## src/hw/rtl/gihs_pkg.sv

```systemverilog
// Shared types and constants for the gripper I/O handshake sequencer.
package gihs_pkg;

	localparam int unsigned PAT_W   = 6;
	localparam int unsigned LIMIT_W = 16;
	localparam int unsigned TICK_W  = 17;

	localparam logic [LIMIT_W-1:0] LIMIT_RESET = 16'd500;

	typedef enum logic [1:0] {
		CMD_SERVO_OFF = 2'd0,
		CMD_RESET     = 2'd1,
		CMD_ORIGIN    = 2'd2,
		CMD_PATTERN   = 2'd3
	} cmd_t;

	typedef struct packed {
		logic [1:0]       cmd;
		logic [PAT_W-1:0] pattern_id;
		logic             busy_in;
	} req_t;

	typedef struct packed {
		logic [PAT_W-1:0] pattern_lines;
		logic             setup_line;
		logic             drive_line;
		logic             reset_line;
		logic             servo_line;
		logic             in_progress;
	} rsp_t;

	typedef struct packed {
		logic [PAT_W-1:0] pattern;
		logic             setup;
		logic             drive;
		logic             reset;
		logic             servo;
	} lines_t;

	typedef struct packed {
		logic              servo_on;
		logic              reset_active;
		logic              origin_active;
		logic              pattern_active;
		logic              last_pattern_valid;
		logic [PAT_W-1:0]  last_pattern;
		logic              release_phase;
		logic [TICK_W-1:0] reset_ticks;
		logic [TICK_W-1:0] origin_ticks;
		logic [TICK_W-1:0] pattern_ticks;
		lines_t            lines;
	} seq_state_t;

	localparam seq_state_t STATE_RESET = '0;

endpackage

```

## src/hw/rtl/gihs_in_reg.sv

```systemverilog
// Input stage register: holds one accepted command beat.
module gihs_in_reg (
	input  logic            clk,
	input  logic            arst_n,
	input  logic            req_valid,
	output logic            req_ready,
	input  gihs_pkg::req_t  req,
	input  logic            take,
	output logic            valid_s1,
	output gihs_pkg::req_t  req_s1
);

	assign req_ready = !valid_s1 || take;

	always_ff @(posedge clk or negedge arst_n) begin
		if (!arst_n) begin
			valid_s1 <= 1'b0;
		end else if (req_ready) begin
			valid_s1 <= req_valid;
		end
	end

	always_ff @(posedge clk) begin
		if (req_valid && req_ready) begin
			req_s1 <= req;
		end
	end

endmodule

```

## src/hw/rtl/gihs_step.sv

```systemverilog
// Next-state and result logic for one command beat.
module gihs_step (
	input  gihs_pkg::req_t                     req,
	input  gihs_pkg::seq_state_t               cur,
	input  logic [gihs_pkg::LIMIT_W-1:0]       delay_limit,
	output gihs_pkg::seq_state_t               nxt,
	output gihs_pkg::rsp_t                     rsp
);

	logic [gihs_pkg::TICK_W-1:0] limit_x;
	logic [gihs_pkg::TICK_W-1:0] rst_t;
	logic [gihs_pkg::TICK_W-1:0] org_t;
	logic [gihs_pkg::TICK_W-1:0] pat_t;
	logic                        prog;

	assign limit_x = {1'b0, delay_limit};
	assign rst_t   = cur.reset_ticks + 1'b1;
	assign org_t   = cur.origin_ticks + 1'b1;
	assign pat_t   = cur.pattern_ticks + 1'b1;

	always_comb begin
		nxt  = cur;
		prog = 1'b0;
		case (gihs_pkg::cmd_t'(req.cmd))
			gihs_pkg::CMD_SERVO_OFF: begin
				if (cur.servo_on) begin
					nxt.lines.servo = 1'b0;
					nxt.servo_on    = 1'b0;
				end
			end
			gihs_pkg::CMD_RESET: begin
				if (!cur.reset_active) begin
					nxt.lines.pattern = '0;
					nxt.lines.setup   = 1'b0;
					nxt.lines.drive   = 1'b0;
					nxt.lines.reset   = 1'b1;
					nxt.lines.servo   = 1'b1;
					nxt.reset_active  = 1'b1;
					nxt.servo_on      = 1'b1;
				end else if (rst_t > limit_x) begin
					nxt.lines.reset  = 1'b0;
					nxt.reset_active = 1'b0;
					nxt.reset_ticks  = '0;
				end else begin
					nxt.reset_ticks = rst_t;
				end
				prog = nxt.reset_active;
			end
			gihs_pkg::CMD_ORIGIN: begin
				if (!cur.origin_active) begin
					nxt.lines.setup   = 1'b1;
					nxt.origin_active = 1'b1;
				end else if (!req.busy_in) begin
					if (org_t > limit_x) begin
						nxt.lines.setup   = 1'b0;
						nxt.origin_active = 1'b0;
						nxt.origin_ticks  = '0;
					end else begin
						nxt.origin_ticks = org_t;
					end
				end
				prog = nxt.origin_active;
			end
			gihs_pkg::CMD_PATTERN: begin
				if (cur.origin_active) begin
					nxt.lines.setup   = 1'b0;
					nxt.origin_active = 1'b0;
				end
				if (!cur.last_pattern_valid || cur.last_pattern != req.pattern_id) begin
					nxt.last_pattern       = req.pattern_id;
					nxt.last_pattern_valid = 1'b1;
					nxt.lines.pattern      = req.pattern_id;
					nxt.lines.drive        = 1'b1;
					nxt.pattern_active     = 1'b1;
				end else if (!req.busy_in) begin
					if (pat_t > limit_x) begin
						nxt.pattern_ticks = '0;
						if (!cur.release_phase) begin
							nxt.lines.drive   = 1'b0;
							nxt.release_phase = 1'b1;
						end else begin
							nxt.last_pattern_valid = 1'b0;
							nxt.release_phase      = 1'b0;
							nxt.pattern_active     = 1'b0;
						end
					end else begin
						nxt.pattern_ticks = pat_t;
					end
				end
				prog = nxt.pattern_active;
			end
			default: begin
				nxt = cur;
			end
		endcase
	end

	assign rsp.pattern_lines = nxt.lines.pattern;
	assign rsp.setup_line    = nxt.lines.setup;
	assign rsp.drive_line    = nxt.lines.drive;
	assign rsp.reset_line    = nxt.lines.reset;
	assign rsp.servo_line    = nxt.lines.servo;
	assign rsp.in_progress   = prog;

endmodule

```

## src/hw/rtl/gihs_out_reg.sv

```systemverilog
// Result register: holds one result beat until the receiver takes it.
module gihs_out_reg (
	input  logic            clk,
	input  logic            arst_n,
	input  logic            load,
	input  gihs_pkg::rsp_t  rsp_d,
	output logic            free,
	output logic            rsp_valid,
	input  logic            rsp_ready,
	output gihs_pkg::rsp_t  rsp
);

	assign free = !rsp_valid || rsp_ready;

	always_ff @(posedge clk or negedge arst_n) begin
		if (!arst_n) begin
			rsp_valid <= 1'b0;
		end else if (free) begin
			rsp_valid <= load;
		end
	end

	always_ff @(posedge clk) begin
		if (load) begin
			rsp <= rsp_d;
		end
	end

endmodule

```

## src/hw/rtl/gripper_io_handshake_sequencer_core.sv

```systemverilog
// Top level of the gripper I/O handshake sequencer.
//
// Command beats (cmd, pattern_id, busy_in) come in on req_valid/req_ready;
// one result beat per command (line levels after the update and the
// in_progress flag) leaves on rsp_valid/rsp_ready.
// A command is held in the input register, evaluated there against the
// sequencer state, and its result lands in the result register, which raises
// rsp_valid. One beat per cycle is sustained while rsp_ready stays high.
// When the receiver stalls, the result register holds its beat and the input
// register keeps one more command; req_ready then drops until the result is
// taken.
// cfg_we/cfg_wdata write delay_limit; write it only while idle.
// Reset clears all lines, flags and tick counters and sets delay_limit to 500.
module gripper_io_handshake_sequencer_core (
	input  logic                          clk,
	input  logic                          arst_n,
	input  logic                          req_valid,
	output logic                          req_ready,
	input  gihs_pkg::req_t                req,
	output logic                          rsp_valid,
	input  logic                          rsp_ready,
	output gihs_pkg::rsp_t                rsp,
	input  logic                          cfg_we,
	input  logic [gihs_pkg::LIMIT_W-1:0]  cfg_wdata
);

	logic                         valid_s1;
	gihs_pkg::req_t               req_s1;
	logic                         free;
	logic                         take;
	gihs_pkg::seq_state_t         state_q;
	gihs_pkg::seq_state_t         state_d;
	gihs_pkg::rsp_t               rsp_d;
	logic [gihs_pkg::LIMIT_W-1:0] delay_limit_q;

	assign take = valid_s1 && free;

	gihs_in_reg u_in (
		.clk       (clk),
		.arst_n    (arst_n),
		.req_valid (req_valid),
		.req_ready (req_ready),
		.req       (req),
		.take      (take),
		.valid_s1  (valid_s1),
		.req_s1    (req_s1)
	);

	gihs_step u_step (
		.req         (req_s1),
		.cur         (state_q),
		.delay_limit (delay_limit_q),
		.nxt         (state_d),
		.rsp         (rsp_d)
	);

	gihs_out_reg u_out (
		.clk       (clk),
		.arst_n    (arst_n),
		.load      (take),
		.rsp_d     (rsp_d),
		.free      (free),
		.rsp_valid (rsp_valid),
		.rsp_ready (rsp_ready),
		.rsp       (rsp)
	);

	always_ff @(posedge clk or negedge arst_n) begin
		if (!arst_n) begin
			state_q <= gihs_pkg::STATE_RESET;
		end else if (take) begin
			state_q <= state_d;
		end
	end

	always_ff @(posedge clk or negedge arst_n) begin
		if (!arst_n) begin
			delay_limit_q <= gihs_pkg::LIMIT_RESET;
		end else if (cfg_we) begin
			delay_limit_q <= cfg_wdata;
		end
	end

	// servo flag and servo line move together
	a_servo_match: assert property (@(posedge clk) disable iff (!arst_n)
		state_q.servo_on == state_q.lines.servo)
		else $error("servo flag and servo line differ");

	a_release_needs_pattern: assert property (@(posedge clk) disable iff (!arst_n)
		state_q.release_phase |-> state_q.pattern_active)
		else $error("release phase without a running pattern");

	a_reset_ticks_idle: assert property (@(posedge clk) disable iff (!arst_n)
		!state_q.reset_active |-> state_q.reset_ticks == '0)
		else $error("reset counter non-zero while reset idle");

	a_tick_bound: assert property (@(posedge clk) disable iff (!arst_n)
		state_q.pattern_ticks <= 17'h10000 && state_q.origin_ticks <= 17'h10000)
		else $error("tick counter beyond bound");

	a_stall_holds: assert property (@(posedge clk) disable iff (!arst_n)
		rsp_valid && !rsp_ready |=> rsp_valid && $stable(rsp))
		else $error("stalled result beat changed");

endmodule

```

## config.mk

```make
export PLATFORM = sky130hd
export DESIGN_NAME = gripper_io_handshake_sequencer_core
export DESIGN_NICKNAME = d
export VERILOG_FILES = /design/src/hw/rtl/gihs_pkg.sv /design/src/hw/rtl/gihs_in_reg.sv /design/src/hw/rtl/gihs_step.sv /design/src/hw/rtl/gihs_out_reg.sv /design/src/hw/rtl/gripper_io_handshake_sequencer_core.sv
export SDC_FILE = /design/constraint.sdc
export NUM_CORES = 1
export LEC_CHECK = 0
export BUFFER_PORTS_ARGS = -buffer_cell sky130_fd_sc_hd__buf_4
export CORE_ASPECT_RATIO = 0.5
export CORE_MARGIN = 3
export CORE_UTILIZATION = 55
export DETAILED_ROUTE_END_ITERATION = 8
export PLACE_DENSITY = 0.76
export SLEW_MARGIN = 20
export SYNTH_ARGS = -nofsm -noshare
export SYNTH_HDL_FRONTEND = slang
export SYNTH_SLANG_ARGS = --single-unit
export TNS_END_PERCENT = 50
```

## constraint.sdc

```tcl
create_clock -name clk -period 3.3 [get_ports clk]
set_clock_uncertainty 0.2 [all_clocks]
set_input_delay 0.165 -clock clk [delete_from_list [all_inputs] [get_ports clk]]
set_output_delay 0.165 -clock clk [all_outputs]
set_load 0.1 [all_outputs]
```

==> results.py <==
metrics = {
    "status": {
        "status": "finished with violations",
        "violations": "negative setup slack",
    },
    "timing": {
        "rsz0062_at_grt": "true",
        "worstMarginPinSlew_ns": 1.44,
        "fmax_mhz": 280,
        "period_needed_ns": 3.57,
        "period_share": 1.08,
        "setup_ws_ns": -0.267,
        "slew_viol_final": 0,
        "setup-violations-final": 42,
        "worst_hold_slack_ns": 0.00846,
        "relSlewSlack": 0.0331,
        "report.final.hold_viol_count": 0,
    },
    "floorplan": {
        "start_util": 0.587,
        "coreArea_sq_mm": 0.0114,
        "die-area_sq_mm": 0.0136,
        "die_w_um": 162,
        "boundaryPins": 43,
        "die-height_um": 84.1,
        "rows": 27,
    },
    "cells_and_area": {
        "final_nets": 995,
        "drive_above_1_share": 0.301,
        "utilization": 0.821,
        "register_area_sq_mm": 0.00289,
        "area_delta_synth_final_pct": 39.8,
        "n_antenna_cell": 0,
        "design_area_sq_mm": 0.00937,
        "multi_input_area_sq_mm": 0.00401,
        "stdcell_count": 1078,
        "fill_cells": 662,
    },
    "routing": {
        "first_pass_iters": 6,
        "wl_um": 21700,
        "drt_iter0_markers": 869,
        "via_per_inst": 6.25,
        "vias": 6737,
        "ant_nets": 0,
        "wl_per_cell_um": 20.2,
        "drcViolationCount": 0,
    },
    "pwr": {
        "p_seq_frac": 0.399,
        "p_comb_frac": 0.318,
        "p_leak_nw": 4.25,
        "vdd.ir_drop.worst_v": 0.000571,
        "power.switching_mw": 1.59,
        "p_int_mw": 2.77,
        "power_frac_clock": 0.283,
        "sw_frac_of_total": 0.365,
        "p_per_area_mw_per_mm2": 465,
    },
    "worst_hold_path": {
        "min_path_type": "in2reg",
        "min_from": "cfg_we",
    },
    "place": {
        "placed_cells": 979,
        "dpl_cell_area_sq_mm": 0.00780,
        "place_congestion": 0.907,
        "io_buffers": 42,
        "dp_slack_ns": -0.202,
        "hpwlAfterDp_um": 12200,
    },
    "synthesis": {
        "muxShareOfSynthArea": 0.0338,
        "synth_edf_count": 20,
        "syn_inst": 718,
        "async_flop_share": 0.820,
        "syn_avg_cell_area_sq_um": 9.33,
        "synthXorXnorAreaFrac": 0.0588,
        "synth_cell_types": 63,
        "synth_nets": 799,
        "synth_area_sq_mm": 0.00670,
        "yosysSeqAreaShare": 0.431,
        "synth_seq_cells": 111,
        "synth_ff_type": "dfrtp_1",
        "synth-simple-area-share": 0.202,
        "synth_top_family_by_area": "simple AND/OR/NAND/NOR gates",
        "synth-compound-area-share": 0.138,
        "synth_fa_ha_area_frac": 0.0952,
        "synth_warnings": 0,
    },
    "setup_path": {
        "path_delay_family": "simple AND/OR/NAND/NOR gates",
        "end_kind": "flop",
        "cp_slowest_cell": "dfrtp_1",
        "crit_top_cell": "nor2_2",
        "path_cells": "and3_4 > nor4b_4 > nand4_1 > nor2_2 > xnor2_2 > inv_1 > ha_2 > nor2_2 > o21ai_1 > a221o_1 > o21ai_4 > buf_6 > nand2_8 > o31ai_2",
        "critPathLaunch": "state_q[10]",
        "start_kind": "flop",
        "worstReg2RegStart": "state_q[10]",
        "critical_path_class": "reg2reg",
        "slowest_delay_ns": 0.38,
        "worstPathArrival_ns": 3.62,
        "worstPathRequired_ns": 3.36,
        "cp_max_fo": 6,
        "critPathBufInv": 2,
    },
    "run": {
        "timing.max_cap.violations": 0,
    },
    "grt": {
        "grt_usage": 0.287,
        "antenna_found_initial": 0,
        "grt_pass1_wl_um": 31100,
        "grt_pass1_vias": 6325,
        "grt_overflow_total": 0,
        "grt_max_degree": 49,
    },
    "clocking": {
        "cts_made_buffers": 9,
        "cts_tree": "yes",
        "cts-root-buf": "clkbuf_16",
        "cts_buffer_depth": 2,
        "clock_sinks": 111,
        "cts.htree.levels": 3,
        "clkLatencyLatePin_ns": 0.37,
        "cts.clk_slew.worst_paths_ns": 0.08,
    },
}
[metal layers]
metal | track usage | vias up | share of wire
li1 | - | 2973 | -
met1 | 0.361 | 3243 | 0.39
met2 | 0.489 | 423 | 0.48
met3 | 0.0679 | 98 | 0.085
met4 | 0.0921 | 0 | 0.038
met5 | 0 | - | 0
[layout by cell type (no fill, tap or decap), drive strengths merged, types with 13 or more instances in the layout]
master,count
dfrtp,85
buf,163
nor2,28
nand4,24
ha,51
a21oi,19
o22ai,13
nand3,36
inv,50
xnor2,27
mux2,13
dlygate4sd3,47
a31oi,15
o21ai,57
xor2,18
edfxtp,20
nand2,118
[state kept, by name, summed over array words and instances (netlist names)]
register	count
delay_limit_q	16
state_q	73
u_in.req_s1	9
u_out.rsp_valid	1
u_out.rsp	11
u_in.valid_s1	1
[logic make-up (layout without fill, tap and decap cells)]
kind of cell             count (synthesis)  count (layout)
AND/OR/NAND/NOR                        271             271
AO/OA/AOI/OAI                          147             147
flip-flops                             111             111
buffers and inverters                   72             273
adder cells (fa/ha/maj)                 51              51
XOR/XNOR                                45              45
multiplexers                            21              21
[repair_timing]
item,4_1_cts,5_1_grt
resized for setup,16,105
pin swaps,9,54
hold endpoints to repair,69,0
cloned,0,1
buffers inserted,11,25
endpoints found under the setup margin,42,60
hold buffers,47,0
[final timing paths]
path	endpoint	slack [ns]	depth (start not counted)
hold / removal	delay_limit_q[1]	0.008	2
setup reg to reg	state_q[21]	-0.27	14
min in group asynchronous	state_q[46]	0.18	2
setup / recovery	state_q[21]	-0.27	14
hold reg to reg	state_q[0]	0.27	1
max in group asynchronous	delay_limit_q[4]	1.99	3
[per-stage QoR]
stage | power [mW] | setup TNS [ns]
6_report | 4.36 | -4.96
2_1_floorplan | 2.49 | -0.0000613
3_3_place_gp | 2.81 | -0.162
5_1_grt | 4.52 | -12.58
3_5_place_dp | 2.87 | -1.79
4_1_cts | 4.16 | -1.12
[layout make-up]
type / count / share of cell area
Sequential cell: 111 / 0.308
Clock buffer: 9 / 0.0240
Multi-Input combinational cell: 535 / 0.428
Timing Repair Buffer: 210 / 0.188
Clock inverter: 7 / 0.0118
Tap cell: 159 / 0.0212
Inverter: 47 / 0.0188
[cell usage after synthesis, drive strengths merged (2+ instances only)]
cell,number,area [sq um]
nand2,118,443
dfrtp,85,2130
o21ai,57,289
ha,51,638
inv,47,176
nand3,36,180
nor2,28,110
xnor2,27,236
nand4,24,163
edfxtp,20,601
a21oi,19,95.1
xor2,18,158
a31oi,15,93.8
clkbuf,15,56.3
mux2,13,146
o22ai,13,81.3
and2,11,68.8
nor3,11,55.1
buf,10,50.1
mux2i,8,80.1
nor2b,8,50.1
nor4,7,58.8
o211ai,7,52.6
and3,6,38.8
dfstp,6,158
nand2b,6,37.5
o221ai,6,52.6
o31ai,6,50.1
and4,5,43.8
a211oi,4,30.0
a41o,3,30.0
o211a,3,30.0
a21o,2,15.0
nor3b,2,15.0
nor4b,2,32.5
o2111ai,2,17.5
[power by group through the flow]
stage,Sequential [mW],Clock (mW),Combinational [mW]
2_1_floorplan,1.95,0,0.541
3_3_place_gp,1.75,0,1.06
3_5_place_dp,1.76,0,1.11
4_1_cts,1.73,1.22,1.21
5_1_grt,1.76,1.29,1.47
6_report,1.74,1.23,1.38
No activity file was read; power rests on OpenSTA's default activity.
